`src/design/gtg_pkg.sv`:
```
`timescale 1ns / 1ps

package gtg_pkg;

  localparam int unsigned ANGLE_ITERATIONS_DEF = 16;
  localparam logic [15:0] GAIN_RESET = 16'd128;
  localparam int unsigned SQRT_STAGES = 33;
  localparam int unsigned CW = 36;
  localparam int unsigned ZW = 18;
  localparam logic signed [ZW-1:0] HALF_PI_Q = 18'sd12868;
  localparam logic signed [18:0] PI_Q = 19'sd25736;
  localparam logic signed [18:0] TWO_PI_Q = 19'sd51472;

  typedef struct packed {
    logic signed [31:0] robot_x;
    logic signed [31:0] robot_y;
    logic signed [15:0] robot_heading;
    logic signed [31:0] goal_x;
    logic signed [31:0] goal_y;
  } in_t;

  typedef struct packed {
    logic [31:0]        linear_drive;
    logic signed [15:0] angular_drive;
    logic               linear_saturated;
  } out_t;

  typedef struct packed {
    logic signed [32:0] dx;
    logic signed [32:0] dy;
    logic signed [15:0] hd;
    logic               zero;
  } job_t;

  function automatic logic signed [ZW-1:0] atan_q(input int unsigned i);
    logic signed [ZW-1:0] v;
    case (i)
      0: v = 18'sd6434;
      1: v = 18'sd3798;
      2: v = 18'sd2007;
      3: v = 18'sd1019;
      4: v = 18'sd511;
      5: v = 18'sd256;
      6: v = 18'sd128;
      7: v = 18'sd64;
      8: v = 18'sd32;
      9: v = 18'sd16;
      10: v = 18'sd8;
      11: v = 18'sd4;
      12: v = 18'sd2;
      13: v = 18'sd1;
      default: v = 18'sd0;
    endcase
    return v;
  endfunction

endpackage

```
`src/design/gtg_queue.sv`:
```
`timescale 1ns / 1ps

module gtg_queue (
  input  logic          clk,
  input  logic          rst_n,
  input  logic          push,
  input  gtg_pkg::job_t push_job,
  input  logic          pop,
  output logic          not_empty,
  output logic          full,
  output gtg_pkg::job_t pop_job
);

  gtg_pkg::job_t mem [0:1];
  logic       wp_r, rp_r;
  logic [1:0] cnt_r;
  logic       do_pop;

  assign not_empty = (cnt_r != 2'd0);
  assign full = (cnt_r == 2'd2);
  assign do_pop = pop && not_empty;
  assign pop_job = mem[rp_r];

  always_ff @(posedge clk) begin
    if (!rst_n) begin
      wp_r <= 1'b0;
      rp_r <= 1'b0;
      cnt_r <= 2'd0;
    end else begin
      if (push) begin
        wp_r <= ~wp_r;
      end
      if (do_pop) begin
        rp_r <= ~rp_r;
      end
      cnt_r <= cnt_r + 2'(push) - 2'(do_pop);
    end
    if (push) begin
      mem[wp_r] <= push_job;
    end
  end

endmodule

```
`config.mk`:
```
export PLATFORM = sky130hd
export DESIGN_NAME = gtg_queue
export DESIGN_NICKNAME = d
export VERILOG_FILES = /design/src/design/gtg_pkg.sv /design/src/design/gtg_queue.sv
export SDC_FILE = /design/constraint.sdc
export NUM_CORES = 1
export LEC_CHECK = 0
export ABC_AREA = 1
export BUFFER_PORTS_ARGS = -buffer_cell sky130_fd_sc_hd__buf_4
export CORE_MARGIN = 2
export CORE_UTILIZATION = 39
export CTS_CLUSTER_SIZE = 28
export DETAILED_ROUTE_END_ITERATION = 8
export GPL_TIMING_DRIVEN = 1
export PLACE_DENSITY = 0.69
export SLEW_MARGIN = 10
export SYNTH_ARGS = -nofsm -noshare
export SYNTH_HDL_FRONTEND = slang
export SYNTH_SLANG_ARGS = --single-unit
```
`constraint.sdc`:
```
create_clock -name clk -period 14.25 [get_ports clk]
set_input_delay 1.425 -clock clk [delete_from_list [all_inputs] [get_ports clk]]
set_output_delay 1.425 -clock clk [all_outputs]
set_load 0.02 [all_outputs]
```
# Yosys cells after proc, flatten, opt, wreduce, memory -nomap -nowiden
# Memories as Yosys holds them, arrays and structs flattened. A register that Yosys moved wholly into a read port is not among the register bits.
# Index checks and enable logic that the tools add are counted.
[word_totals] regBits=4 latch_bits=0 mem_bits_rw=166 rom_bits=0 output_inout_bits=85 word_cells=15 memories=1
[classes] addsub=2 n_mul=0 div_mod_pow=0 magnitude_cmp=0 n_eq_ne=1 shifts=0 n_mux=4 bitwise=2 n_reduce_logical=2
[memory_table] name="mem" depth=2 word_bits=83 rd=1 rd_ports_with_merged_regs=1 wr=1 line_no="gtg_queue.sv:14" rtl="gtg_pkg::job_t mem [0:1];"
[op_table] operator="two-way mux 1 bit" count=4
[op_table] operator="adder 2 x 1 -> 2 bit" count=1
[op_table] operator="equality test 2 bit, second input constant" count=1
[op_table] operator="NOT 1 bit" count=2
[op_table] operator="nonzero test 2 bit" count=1
[op_table] operator="subtractor 2 x 1 -> 2 bit" count=1
[op_table] operator="logical AND 1 bit" count=1

# Longest topological paths before layout
# Gate-level depths: netlist (run 1).
[depth] depth_word=4 depth_mapped=10 mapped_depth_nobuf=10

# Worst setup path before layout (run 1)
# OpenSTA, ideal clock, no wires.
[synth_timing] kind="input-to-reg" from="input port push" to="memory mem[0][0] (netlist name), enable pin" arrival_time_ns=4.942 t_required_ns=13.723 setup_slack_ns=8.781 stages=2 path_buffers=0 path_cell_list="inv_1 -> nor2_1"
[synth_via] elab_chain_len=2
[synth_lines] element="start, declared" line_no="gtg_queue.sv:6" rtl="input logic push,"
[synth_lines] element="two-way mux 1 bit" line_no="gtg_queue.sv:38" rtl="if (push) begin"
[synth_lines] element="two-way mux 1 bit (not written as such)" line_no="gtg_queue.sv:39" rtl="mem[wp_r] <= push_job;"
[synth_lines] element="end, declared" line_no="gtg_queue.sv:14"
# Every way passes these cells.

==> metrics, run 1 <==
Starting Density=0.398; crit path kind=flop to primary output; Final Critical Period=4.06 ns; Netlist cell types=13; routed vias/inst=4.53; area leader, netlist=edfxtp_1; Post-DRT Antenna Nets=0; vias=3,219; largest net degree at the start of global routing=68; sw frac=0.256; Detailed Place HPWL=7.62 mm; Area contributors post-synth=edfxtp_1 76%, mux2_4 16%, mux2_2 2.2%; Final Skew=0.00491 ns; CTS tree=done; slowest CP cell=buf_4; worst path bufs/invs=2; die height=134 um; combinational power share=0.232; num ports=172; Max Cap Viol=0; Most Crowded Layer GR=met2; unrepaired setup endpoints after global routing=false; # resized after CTS=0; Avg Synthesized Cell Area=22.4 sq um; Startpoint Class=flop; final hold slack=0.516 ns; Port Buf Inserts=171; die area=17,900 sq um; Highest Clock Rate=246 MHz; Worst Path Max Fanout=46; internal power=1.03 mW; share of power burned in registers=0.441; Max VDD drop=83.2 uV; cell family with most CP delay=buffers and inverters; number of synthesized register bits=171; Setup Viol. Count Final=0; Worst Tran Pin Value=1.12 ns; H-tree levels=4; Slew Viols, Final=0; Detailed Routing Iterations Pass 1=4; Pleak=3.37 nW; Root Buffer=clkbuf_16; CTS buffer count=17; clock tree buffer depth=2; diode count=0; Cells after Synth=294; first-pass GRT wire length=17.8 mm; initial DRC count=235; total gr overflow=0; Wirelength per Cell=16.3 um; status=finished clean; Hold Path Class=flop to flop; clock power share=0.328; met3 Use GR=0.0484; Final Cycle Share=0.285; cts hold-fix bufs=0; Async SR Flop Fraction=0; CTS Sinks=171; CP max stage delay=0.79 ns; Worst Path Required=12.82 ns; Total Wirelength=11.6 mm; Mapped Area=6580 sq um; Slew HR=0.254; worst-path cell chain=buf_4 > mux2_2 > buf_4; fin nets=567; Post-synth EDFFs=166; Power Dens Cells=161 nW/um^2; postcts setup bufs=0; Synth top area share=0.758; Psw=0.354 mW; Tot GR Track Use=0.131; Die W=134 um; Post-synth top flop=edfxtp_1; crit path DAT=2.64 ns; count leader, synth=edfxtp_1; M2 GR Usage=0.226; Hold Fails Final Rpt=0; register area share after synthesis=0.773; met1 Track Usage GR=0.154; layout cells sized above 1=0.582; Worst Setup End Kind=primary output; most frequent CP cell=buf_4; area delta synth->final=30.8%; DR DRC count=0; Commonest cells post-synth=166 x edfxtp_1, 70 x mux2_4, 13 x mux2_2, 10 x nor2_1; worst-skew pair later-pin latency=0.40 ns; Core Area=16,500 sq um; vias in the first global route=3,466; Cell Rows=47; clk slew on worst S/H paths=0.06 ns; initial antenna violation count=0; syn_nets=383; Final Wtd Congestion=0.665; Yosys warnings=0; setup TNS=0 ns
==> final cells by class <==
type	instances	area, sq um
Clock buffer	22	444
Fill cell	1326	7920
Multi-Input combinational cell	106	1310
Timing Repair Buffer	174	1310
Clock inverter	10	143
Tap cell	220	275
Inverter	8	31.3
Sequential cell	171	5090
==> logic make-up after synthesis <==
kind of cell | Yosys count | share of synthesized area
and+or+nand+nor | 20 | 0.0118
muxes | 83 | 0.182
adders and majority gates | 2 | 0.00380
AOI/OAI and AO/OA | 1 | 0.000760
buffers and inverters | 17 | 0.0283
DFF | 171 | 0.773
==> layout by cell type, fill, tap and decap left out <==
| master | n |
|---|---|
| mux2_4 | 70 |
| nor2_1 | 9 |
| a21oi_1 | 1 |
| inv_6 | 1 |
| nor2_4 | 1 |
| inv_1 | 7 |
| ha_1 | 2 |
| clkinv_1 | 1 |
| nand3_1 | 2 |
| buf_4 | 174 |
| clkinvlp_4 | 3 |
| clkinv_4 | 2 |
| edfxtp_1 | 166 |
| clkbuf_1 | 5 |
| dfxtp_4 | 1 |
| dfxtp_1 | 4 |
| bufinv_16 | 3 |
| nand2_1 | 8 |
| clkbuf_16 | 17 |
| clkinv_2 | 1 |
| mux2_2 | 13 |
==> final timing paths <==
kind	startpoint	end	slack [ns]	cells past startpoint
worst max register to register	wp_r	mem[0][80]	11.91	2
worst max-delay path	flop	pop_job[0]	10.19	3
worst min-delay path	rp_r	flop	0.52	2
worst min register to register	rp_r	flop	0.52	2
==> stage by stage <==
stage	instances	utilization	cell area [sq um]	power [mW]	setup slack (ns)
after floorplan	294	-	6580	0.845	8.78
after global placement	679	0.485	8010	0.941	10.60
after detailed placement	679	0.485	8010	0.948	10.59
after CTS	711	0.520	8600	1.41	10.15
after global routing	711	0.520	8600	1.44	10.04
final	711	0.520	8600	1.38	10.19
==> worst register-to-register path: cells and delay by family (launching register included) <==
kind | cells | cell delay [ns]
buf+inv | 1 | 0.69
flops | 1 | 0.34
simple gates | 1 | 0.87
==> registers in the layout, indices dropped and copies added (netlist names), named ones only <==
register / cells
cnt_r: 2
mem: 166
rp_r: 1
wp_r: 1
==> power by group through the flow <==
| stage | clock network, mW | logic [mW] | registers, mW |
|---|---|---|---|
| global route | 0.487 | 0.341 | 0.615 |
| floorplan | 0 | 0.241 | 0.605 |
| detailed placement | 0 | 0.326 | 0.622 |
| finish | 0.453 | 0.321 | 0.610 |
| global placement | 0 | 0.322 | 0.619 |
| CTS | 0.468 | 0.327 | 0.611 |
==> layer usage <==
metal / vias to the layer above / share of wire / routed length, um
li1: 1508 / - / -
met1: 1598 / 0.41 / 4770
met2: 111 / 0.52 / 6030
met3: 2 / 0.066 / 769
met4: 0 / 0.0036 / 42
met5: - / 0 / 0
Power figures use the tool's default switching activity.
==> inputs of run 2 (changes only) <==
PLACE_DENSITY = 0.71   (was 0.69)
clock period = 3.7 ns   (was 14.25 ns; I/O delays follow)
==> metrics, run 2 (synthesized netlist as in run 1, its figures left out) <==
final hold slack=0.132 ns (-0.384 ns); Max Cap Viol=0 (unchanged); Slew Viols, Final=0 (unchanged); largest register by flop count=mem; # resized after CTS=0 (unchanged); Pleak=3.38 nW (+0.51%); status=finished clean; max reg flops=166 (unchanged); Detailed Place HPWL=7.66 mm (+0.57%); routed vias/inst=4.45 (-1.7%); diode count=0 (unchanged); Worst Path Max Fanout=48 (+4.3%); H-tree levels=4 (unchanged); Detailed Routing Iterations Pass 1=4 (unchanged); clock tree buffer depth=2 (unchanged); DR DRC count=0 (unchanged); Worst Setup End Kind=primary output; worst-skew pair later-pin latency=0.42 ns (+0.02 ns); Startpoint Class=flop; num ports=172 (unchanged); # fillers=1,338 (+0.90%); met3 Use GR=0.0518 (+0.00340); area delta synth->final=31.2%; M2 GR Usage=0.230 (+0.00456); Die W=134 um (unchanged); Highest Clock Rate=396 MHz; Post-DRT Antenna Nets=0 (unchanged); slowest CP cell=dfxtp_4; Cell Rows=47 (unchanged); Core Area=16,500 sq um (unchanged); worst-path cell chain=buf_12 > mux2_2 > buf_4; crit path kind=flop to primary output; cts hold-fix bufs=0 (unchanged); largest registers=mem: 166 flops, cnt_r: 2 flops; layout cells sized above 1=0.583 (+0.000849); vias in the first global route=3,538 (+2.1%); postcts setup bufs=0 (unchanged); first-pass GRT wire length=17.7 mm (-0.55%); Final Cycle Share=0.683; CTS buffer count=17 (unchanged); Wirelength per Cell=16.1 um (-1.2%); Max VDD drop=300 uV (+260%); initial DRC count=110 (-53%); CTS tree=done; CTS Sinks=171 (unchanged); Hold Path Class=input pin to flop; fin nets=568 (+0.18%); Tot GR Track Use=0.132 (+0.000897); met1 Track Usage GR=0.142 (-0.0118); vias=3,170 (-1.5%); Root Buffer=clkbuf_16; setup TNS=0 ns (unchanged); Power Dens Cells=618 nW/um^2 (+280%); total gr overflow=0 (unchanged); Hold Fails Final Rpt=0 (unchanged); clk slew on worst S/H paths=0.06 ns (about the same); Starting Density=0.398 (unchanged); Worst Tran Pin Value=0.749 ns (-0.368 ns); die area=17,900 sq um (unchanged); largest net degree at the start of global routing=63 (-7.4%); most frequent cells in the layout=173 x buf_4, 166 x edfxtp_1, 70 x mux2_4, 17 x clkbuf_16, 13 x mux2_2; unrepaired setup endpoints after global routing=false; Slew HR=0.501 (+0.247); CP max stage delay=0.76 ns (-0.03 ns); Most Crowded Layer GR=met2; Worst Path Required=3.33 ns (-9.49 ns); die height=134 um (unchanged); Setup Viol. Count Final=0 (unchanged); Final Critical Period=2.53 ns; Port Buf Inserts=171 (unchanged); most common cell after layout, fill and taps aside=buf_4; crit path DAT=2.16 ns (-0.48 ns); Total Wirelength=11.5 mm (-1.0%); Final Wtd Congestion=0.695 (+4.5%); Final Skew=0.00902 ns (+0.00411 ns); initial antenna violation count=0 (unchanged)
[run 2: final timing paths]
kind	from	endpoint	slack (ns)	cells after the start
min	push_job[7]	mem[0][7]	0.13	1
max reg2reg	wp_r	mem[1][49]	1.87	3
min reg2reg	wp_r	wp_r	0.55	2
max	flop	pop_job[10]	1.17	3
[run 2: through the flow]
| stage | setup WS [ns] | area [sq um] | total power [mW] | utilization | std cells |
|---|---|---|---|---|---|
| floorplan | 0.727 | 6580 | 3.25 | - | 294 |
| global placement | 1.57 | 8050 | 3.63 | 0.487 | 680 |
| detailed placement | 1.56 | 8050 | 3.66 | 0.487 | 680 |
| CTS | 1.10 | 8630 | 5.42 | 0.522 | 712 |
| global route | 1.04 | 8630 | 5.56 | 0.522 | 712 |
| finish | 1.17 | 8630 | 5.33 | 0.522 | 712 |
[run 2: power by group]
group / total [mW] / switching (mW) / leakage [nW] / internal, mW
sequential: 2.35 / 0.0913 / 1.60 / 2.26
clock: 1.74 / 0.680 / 0.277 / 1.06
combinational: 1.25 / 0.597 / 1.51 / 0.651
[run 2: layer usage]
layer  vias up  share of wire
met5         -              0
met4         0          0.012
met3        10          0.075
met2       109           0.53
met1      1543           0.39
li1       1508              -
[run 2: worst max-delay path: cells and delay by family (launching register included)]
kind	cells	cell delay [ns]
buffers and inverters	2	0.57
DFF	1	0.76
muxes	1	0.39
[run 2: final cells by class]
cell class | count | area [sq um] | area share
sequential | 171 | 5090 | 0.590
inverter | 8 | 31.3 | 0.00362
timing repair buffer | 175 | 1340 | 0.155
multi-input combinational | 106 | 1310 | 0.152
tap | 220 | 275 | 0.0319
clock inverter | 12 | 148 | 0.0171
clock buffer | 20 | 437 | 0.0506
