File: src/design/gtg_pkg.sv
`timescale 1ns / 1ps

package gtg_pkg;

  localparam int unsigned ANGLE_ITERATIONS_DEF = 16;
  localparam logic [15:0] GAIN_RESET = 16'd128;
  localparam int unsigned SQRT_STAGES = 33;
  localparam int unsigned CW = 36;
  localparam int unsigned ZW = 18;
  localparam logic signed [ZW-1:0] HALF_PI_Q = 18'sd12868;
  localparam logic signed [18:0] PI_Q = 19'sd25736;
  localparam logic signed [18:0] TWO_PI_Q = 19'sd51472;

  typedef struct packed {
    logic signed [31:0] robot_x;
    logic signed [31:0] robot_y;
    logic signed [15:0] robot_heading;
    logic signed [31:0] goal_x;
    logic signed [31:0] goal_y;
  } in_t;

  typedef struct packed {
    logic [31:0]        linear_drive;
    logic signed [15:0] angular_drive;
    logic               linear_saturated;
  } out_t;

  typedef struct packed {
    logic signed [32:0] dx;
    logic signed [32:0] dy;
    logic signed [15:0] hd;
    logic               zero;
  } job_t;

  function automatic logic signed [ZW-1:0] atan_q(input int unsigned i);
    logic signed [ZW-1:0] v;
    case (i)
      0: v = 18'sd6434;
      1: v = 18'sd3798;
      2: v = 18'sd2007;
      3: v = 18'sd1019;
      4: v = 18'sd511;
      5: v = 18'sd256;
      6: v = 18'sd128;
      7: v = 18'sd64;
      8: v = 18'sd32;
      9: v = 18'sd16;
      10: v = 18'sd8;
      11: v = 18'sd4;
      12: v = 18'sd2;
      13: v = 18'sd1;
      default: v = 18'sd0;
    endcase
    return v;
  endfunction

endpackage

File: src/design/gtg_front.sv
`timescale 1ns / 1ps

module gtg_front (
  input  logic          clk,
  input  logic          rst_n,
  input  logic          take,
  input  gtg_pkg::in_t  req,
  output logic          job_valid,
  output gtg_pkg::job_t job
);

  gtg_pkg::job_t job_r, job_nxt;
  logic          valid_r;
  logic signed [32:0] dx, dy;

  always_comb begin
    dx = 33'(req.goal_x) - 33'(req.robot_x);
    dy = 33'(req.goal_y) - 33'(req.robot_y);
    job_nxt.dx = dx;
    job_nxt.dy = dy;
    job_nxt.hd = req.robot_heading;
    job_nxt.zero = (dx == '0) && (dy == '0);
  end

  always_ff @(posedge clk) begin
    if (!rst_n) begin
      valid_r <= 1'b0;
    end else begin
      valid_r <= take;
    end
    if (take) begin
      job_r <= job_nxt;
    end
  end

  assign job_valid = valid_r;
  assign job = job_r;

endmodule

File: config.mk
export PLATFORM = sky130hd
export DESIGN_NAME = gtg_front
export DESIGN_NICKNAME = d
export VERILOG_FILES = /design/src/design/gtg_pkg.sv /design/src/design/gtg_front.sv
export SDC_FILE = /design/constraint.sdc
export NUM_CORES = 1
export LEC_CHECK = 0
export ABC_AREA = 1
export BUFFER_PORTS_ARGS = -buffer_cell sky130_fd_sc_hd__buf_2
export CAP_MARGIN = 15
export CORE_AREA = 4 4 129 131
export DETAILED_ROUTE_END_ITERATION = 12
export DIE_AREA = 0 0 133 135
export GPL_ROUTABILITY_DRIVEN = 0
export HOLD_SLACK_MARGIN = 0.12
export PLACE_DENSITY = 0.81
export SKIP_CTS_REPAIR_TIMING = 1
export SYNTH_ARGS = -nofsm -noshare
export SYNTH_HDL_FRONTEND = slang
export SYNTH_SLANG_ARGS = --single-unit
File: constraint.sdc
create_clock -name clk -period 2.55 [get_ports clk]
set_input_delay 0 -clock clk [delete_from_list [all_inputs] [get_ports clk]]
set_output_delay 0 -clock clk [all_outputs]
set_load 0.05 [all_outputs]
# After elaboration in Yosys (flattened, before gate mapping)
# Cells that the tools add are included.
[word_totals]
regBits = 84
in_bits = 147
output_inout_bits = 84
[op_classes]
n_addsub = 2
reduce_logical = 3
[ops]
columns = ["operator", "n"]
rows = [
  ["$logic_not A33 Y1", 2],
  ["$sub A32 B32 Y33", 2],
  ["$logic_and A1 B1 Y1", 1],
]

# Longest topological paths before layout
# Gate-level depths: netlist of run 1.
[depth]
word_depth = 3
depth_mapped = 19
depth_no_buf = 19

# Worst setup path before layout of run 1
# OpenSTA, ideal clock, no wires.
[synth_timing]
kind = "input to register"
start = "in req[0] in the netlist's numbering"
end = "reg job_r, in the netlist job[0] (data pin)"
path_stages = 18
path_slack_ps = 724
path_buffers = 0
t_arrival_ps = 1688
t_required_ps = 2412
setup_ps = 138
path_cell_list = "inv_1 > ha_1 > fa_1 > inv_1 > nand2_1 > nand2_2 > nand3_1 > nand2_1 > nand2_1 > nand2_2 > nand2_1 > nand3_1 > nand2_1 > nor2_1 > nand2_1 > nor2_1 > nand3_1 > nor2_1"
[synth_lines]
columns = ["item", "line", "text"]
rows = [
  ["start, declared", "gtg_front.sv:7", "input gtg_pkg::in_t req,"],
  ["end signal, assigned", "gtg_front.sv:32", "job_r <= job_nxt;"],
  ["end, declared", "gtg_front.sv:12", "gtg_pkg::job_t job_r, job_nxt;"],
]

==> results of run 1 <==
[synthesized netlist by cell type, drive strengths merged]
library cell    n
and3            1
o21a            1
and2            5
nand3          80
edfxtp         83
nand2         508
o21ai          13
dfxtp           1
o21bai          5
nor3           13
inv           338
nand4          21
fa              2
nor2          109
xnor2           3
nand3b         15
ha             64
a21oi          47
[layer usage]
metal	track usage (%)	wire length, µm	vias to the layer above
met5	0	0	-
met4	9.87	920	0
met3	3.28	1640	62
met2	44.6	11400	362
met1	29.5	9130	3742
li1	-	-	4521
[sequential cells by signal, summed over array words and instances, names as in the netlist]
name / flops
job_valid: 1
job: 83
[kinds of logic (layout without fill, tap and decap cells)]
logic type	after synthesis	after routing	share of synthesized area (%)
compound gates	66	66	4.41
fa+ha+maj	66	66	10.2
xor+xnor	3	3	0.319
simple gates	752	752	39.2
flops	84	84	30.5
buf+inv	338	605	15.4
[worst max-delay path: cells and delay by family]
kind	cells	cell delay, ns
adder cells (fa/ha/maj)	2	0.62
buffers and inverters	3	0.20
AND/OR/NAND/NOR	14	1.24
[where the power goes]
group / internal (mW) / leakage, nW / switching, mW
combinational: 0.660 / 5.12 / 1.68
clock: 0.767 / 0.147 / 0.587
sequential: 1.75 / 0.820 / 0.0601
[metrics by stage]
step,area (µm²),setup slack [ns]
4_1_cts,9990,0.700
5_1_grt,10200,0.403
3_3_place_gp,9690,0.411
6_report,10200,0.698
3_5_place_dp,9690,0.332
2_1_floorplan,8250,0.724
[layout make-up]
type | count | area [µm²]
fill | 1482 | 5410
multi-input combinational | 887 | 4470
sequential | 84 | 2510
timing repair buffer | 251 | 1370
inverter | 338 | 1270
tap | 216 | 270
clock buffer | 9 | 225
clock inverter | 7 | 75.1
[worst min-delay path by stage]
| stage | startpoint | to | slack (ns) | cells after the start |
|---|---|---|---|---|
| floorplan | take | job_valid | 0.09 | 2 |
| global route | req[80] | job[17] | 0.13 | 3 |
| detailed placement | req[76] | job[13] | 0.18 | 1 |
| CTS | req[69] | job[6] | -0.18 | 1 |
| global placement | req[69] | job[6] | 0.18 | 1 |
| finish | req[80] | job[17] | 0.10 | 3 |
==> flow_metrics.py, run 1 <==
metrics = {
    "worst_setup_path": {
        "crit_start": "req[0]",
        "cp.arrival_ns": 2.06,
        "crit_end": "job[0]",
        "required_ns": 2.76,
        "crit_fanout": 5,
        "crit_path_frequent_cell": "nand2_1",
        "slowest_delay_ns": 0.41,
        "crit_chain": "buf_2, inv_1, ha_1, fa_1, inv_1, nand2_1, nand2_2, nand3_1, nand2_1, nand2_1, nand2_2, nand2_1, nand2_1, nand2_1, nor2_1, nand3_1, nor2_1, nand3_1, nor2_1",
        "cp-end-kind": "flop",
        "worstSetupStartpointType": "input pin",
        "cpMaxStageDelayCell": "fa_1",
        "path_class": "in -> reg",
    },
    "synthesis": {
        "synth.area.top_cells": "edfxtp_1, nand2_1, inv_1, ha_1, nand3_1",
        "ys_seq_area_share_pct": 30.5,
        "syn_nets": 1522,
        "ys_ff_latch": 84,
        "synthesis.area_mm2": 0.00825,
        "ys_types": 28,
        "yosysWarnings": 0,
        "yosysTopAreaCellShare_pct": 30.2,
        "synth_top_area_cell": "edfxtp_1",
        "postSynthAreaPerCell_um2": 6.30,
        "synthCells": 1309,
    },
    "sta": {
        "period_needed_ns": 1.85,
        "finalMaxSlewViolations": 0,
        "fin_hold_ws_ns": 0.101,
        "fin_tns_setup_ns": 0,
        "max_slew_margin_pct": 77.3,
        "setup_violations": 0,
        "worst_slew_pin_slew_ns": 0.341,
        "hold_violations": 0,
        "fin_crit_sh_pct": 72.6,
        "rsz0062_at_grt": "no",
        "max_freq_mhz": 540,
    },
    "pwr": {
        "p_total_mw": 5.50,
        "power_density_mw_per_mm2": 540,
        "peakVddDrop_uv": 310,
        "p_leak_nw": 6.09,
    },
    "place": {
        "post-place-cells": 1756,
        "portBuffers": 230,
        "hpwl_mm": 19.3,
    },
    "routing": {
        "vias": 8687,
        "routed_wl_mm": 23.1,
        "route.detailed.drc": 0,
        "drt_iter0_drc": 647,
        "ant_nets": 0,
        "first_pass_iters": 6,
        "avgViaCountPerCell": 4.85,
        "wl_per_cell_um": 12.9,
    },
    "global_route": {
        "antenna_found_initial": 0,
        "overflow": 0,
        "grt_pass1_wl_mm": 36.0,
        "grt_max_degree": 61,
        "grt_pass1_vias": 7986,
        "grtUsageTotal_pct": 24.6,
    },
    "hold_path": {
        "holdCritPathClass": "in -> reg",
    },
    "finish": {
        "syn_to_final_growth_pct": 23.6,
        "post-route-util_pct": 65.3,
        "final_common_cell": "nand2_1",
        "nets": 1784,
        "drive_gt1_share_pct": 19.4,
        "n_antenna_cell": 0,
        "final_cell_mix": "nand2_1, inv_1, buf_2",
        "instances_no_fill": 1792,
    },
    "floorplan": {
        "die_area_mm2": 0.0180,
        "start_util_pct": 52.9,
        "dieHeight_um": 135,
        "rows": 46,
        "num_io_pins": 231,
        "core_area_mm2": 0.0156,
        "die_w_um": 133,
    },
    "job": {
        "maxCapViolations": 0,
    },
    "clock_tree": {
        "clock_path_buffers": 2,
        "cts_buffers": 9,
        "clk_pin_slew_ns": 0.06,
        "cts_tree": "yes",
        "clock_sinks": 84,
        "htree_levels": 3,
        "cts-root-buf": "clkbuf_16",
    },
    "status": {
        "status": "finished clean",
    },
}
(Power assumes the default switching activity.)
==> run 2: changes to the inputs <==
--- a/config.mk
+++ b/config.mk
@@ -8,12 +8,12 @@
 export ABC_AREA = 1
 export BUFFER_PORTS_ARGS = -buffer_cell sky130_fd_sc_hd__buf_2
 export CAP_MARGIN = 15
-export CORE_AREA = 4 4 129 131
+export CORE_AREA = 4 4 135 137
 export DETAILED_ROUTE_END_ITERATION = 12
-export DIE_AREA = 0 0 133 135
+export DIE_AREA = 0 0 139 141
 export GPL_ROUTABILITY_DRIVEN = 0
 export HOLD_SLACK_MARGIN = 0.12
-export PLACE_DENSITY = 0.81
+export PLACE_DENSITY = 0.78
 export SKIP_CTS_REPAIR_TIMING = 1
 export SYNTH_ARGS = -nofsm -noshare
 export SYNTH_HDL_FRONTEND = slang
==> constraint.sdc (replaced) <==
create_clock -name clk -period 1.59 [get_ports clk]
set_input_delay 0 -clock clk [delete_from_list [all_inputs] [get_ports clk]]
set_output_delay 0 -clock clk [all_outputs]
set_load 0.05 [all_outputs]
==> flow_metrics.py, run 2 (synthesized netlist as in run 1, its figures left out) <==
metrics = {
    "finish": {
        "final_cell_mix": "nand2_1, inv_1, buf_2",
        "final_common_cell": "nand2_1",
        "drive_gt1_share_pct": 33.1,
        "n_antenna_cell": 0,
        "largest_reg_flops": 83,
        "syn_to_final_growth_pct": 45.3,
        "nets": 1948,
        "nFillCells": 1420,
    },
    "floorplan": {
        "rows": 48,
        "die_area_mm2": 0.0196,
        "core_area_mm2": 0.0171,
        "dieHeight_um": 141,
        "start_util_pct": 48.4,
        "die_w_um": 139,
        "num_io_pins": 231,
    },
    "global_route": {
        "grtUsageTotal_pct": 24.0,
        "antenna_found_initial": 0,
        "grt_pass1_wl_mm": 38.6,
        "grt_pass1_vias": 8799,
        "overflow": 0,
        "grt_max_degree": 29,
    },
    "worst_setup_path": {
        "crit_chain": "buf_8, inv_8, ha_4, fa_2, inv_2, nand3_4, nand2_4, nand2_2, nand2_2, buf_6, nand2_2, nand2_2, nand3b_1, nand2_1, nand2_1, nand2_2, nand2_2, nor2_2, nand3_1, nor2_1",
        "required_ns": 1.80,
        "path_buf_inv": 4,
        "cp-end-kind": "flop",
        "cpMaxStageDelayCell": "fa_2",
        "path_class": "in -> reg",
        "cp_top_family": "simple AND/OR/NAND/NOR gates",
        "crit_fanout": 4,
        "slowest_delay_ns": 0.36,
        "cp.arrival_ns": 1.97,
        "crit_path_frequent_cell": "nand2_2",
        "worstSetupStartpointType": "input pin",
    },
    "routing": {
        "vias": 9566,
        "route.detailed.drc": 0,
        "drt_iter0_drc": 631,
        "avgViaCountPerCell": 4.87,
        "first_pass_iters": 5,
        "routed_wl_mm": 25.9,
        "wl_per_cell_um": 13.2,
        "ant_nets": 0,
    },
    "pwr": {
        "p_comb_share_pct": 48.3,
        "p_leak_nw": 6.94,
        "p_switching_mw": 4.00,
        "p_clk_share_pct": 22.1,
        "peakVddDrop_uv": 573,
        "power.share.switching_pct": 41.0,
        "seq_power_share_pct": 29.6,
        "p_int_mw": 5.75,
        "power_density_mw_per_mm2": 814,
    },
    "status": {
        "status": "finished, violations left",
        "failed_checks": "setup timing",
    },
    "clock_tree": {
        "clk_pin_slew_ns": 0.06,
        "clock_path_buffers": 2,
        "cts_buffers": 9,
        "htree_levels": 3,
        "clock_sinks": 84,
        "cts_tree": "yes",
        "cts-root-buf": "clkbuf_16",
    },
    "sta": {
        "max_freq_mhz": 567,
        "fin_crit_sh_pct": 111,
        "worst_slew_pin_slew_ns": 0.366,
        "max_slew_margin_pct": 75.6,
        "worst_slack_ns": -0.172,
        "finalMaxSlewViolations": 0,
        "setup_violations": 2,
        "fin_tns_setup_ns": -0.226,
        "rsz0062_at_grt": "yes",
        "hold_violations": 0,
        "period_needed_ns": 1.76,
    },
    "place": {
        "portBuffers": 230,
        "post-place-ws_ns": -0.576,
        "hpwl_mm": 20.8,
    },
    "job": {
        "maxCapViolations": 0,
    },
    "hold_path": {
        "holdCritPathClass": "in -> reg",
    },
}
-- run 2: changes by cell type in the layout (fill, tap and decap cells not counted), sizes merged --
| cell | previous run | this run |
|---|---|---|
| buf | 231 | 395 |
| clkbuf | 9 | 10 |
| clkinv | 4 | 3 |
-- run 2: tightest hold or removal path, stage by stage --
cell and delay (ns):
buf_2 0.10, fa_2 0.23, inv_1 0.05
-- run 2: area by class of cell --
class / count / area, µm² / share of cell area [%]
clock buffers: 10 / 229 / 1.91
clock inverters: 6 / 72.6 / 0.605
inverters: 338 / 1280 / 10.7
multi-input cells: 887 / 4960 / 41.4
flip-flops and latches: 84 / 2510 / 21.0
well taps: 225 / 282 / 2.35
repair buffers: 415 / 2640 / 22.1
-- run 2: final timing paths --
path | from | endpoint | cells past startpoint
max | req[32] | job[0] | 20
min | req[81] | job[18] | 3
-- run 2: power by group through the flow --
stage	clock [mW]	combinational, mW	sequential (mW)
2_1_floorplan	0	1.70	3.91
3_3_place_gp	0	4.27	2.93
3_5_place_dp	0	4.35	2.94
4_1_cts	2.20	4.37	2.89
5_1_grt	2.30	5.10	2.91
6_report	2.15	4.71	2.89
-- run 2: through the flow --
step	cells	total power, mW	hold WS, ns	area (µm²)	utilization [%]
2_1_floorplan	1309	5.61	0.0935	8310	-
3_3_place_gp	1924	7.21	0.176	11000	64.3
3_5_place_dp	1924	7.29	0.178	11000	64.3
4_1_cts	1940	9.46	-0.183	11300	66.1
5_1_grt	1965	10.3	0.212	12000	70.3
6_report	1965	9.75	0.198	12000	70.3
-- run 2: metal layers --
layer / vias up / track usage, % / routed length [µm]
li1: 4849 / - / -
met1: 4264 / 27.4 / 9930
met2: 372 / 44.3 / 13300
met3: 81 / 3.29 / 1560
met4: 0 / 11.1 / 1070
met5: - / 0 / 0
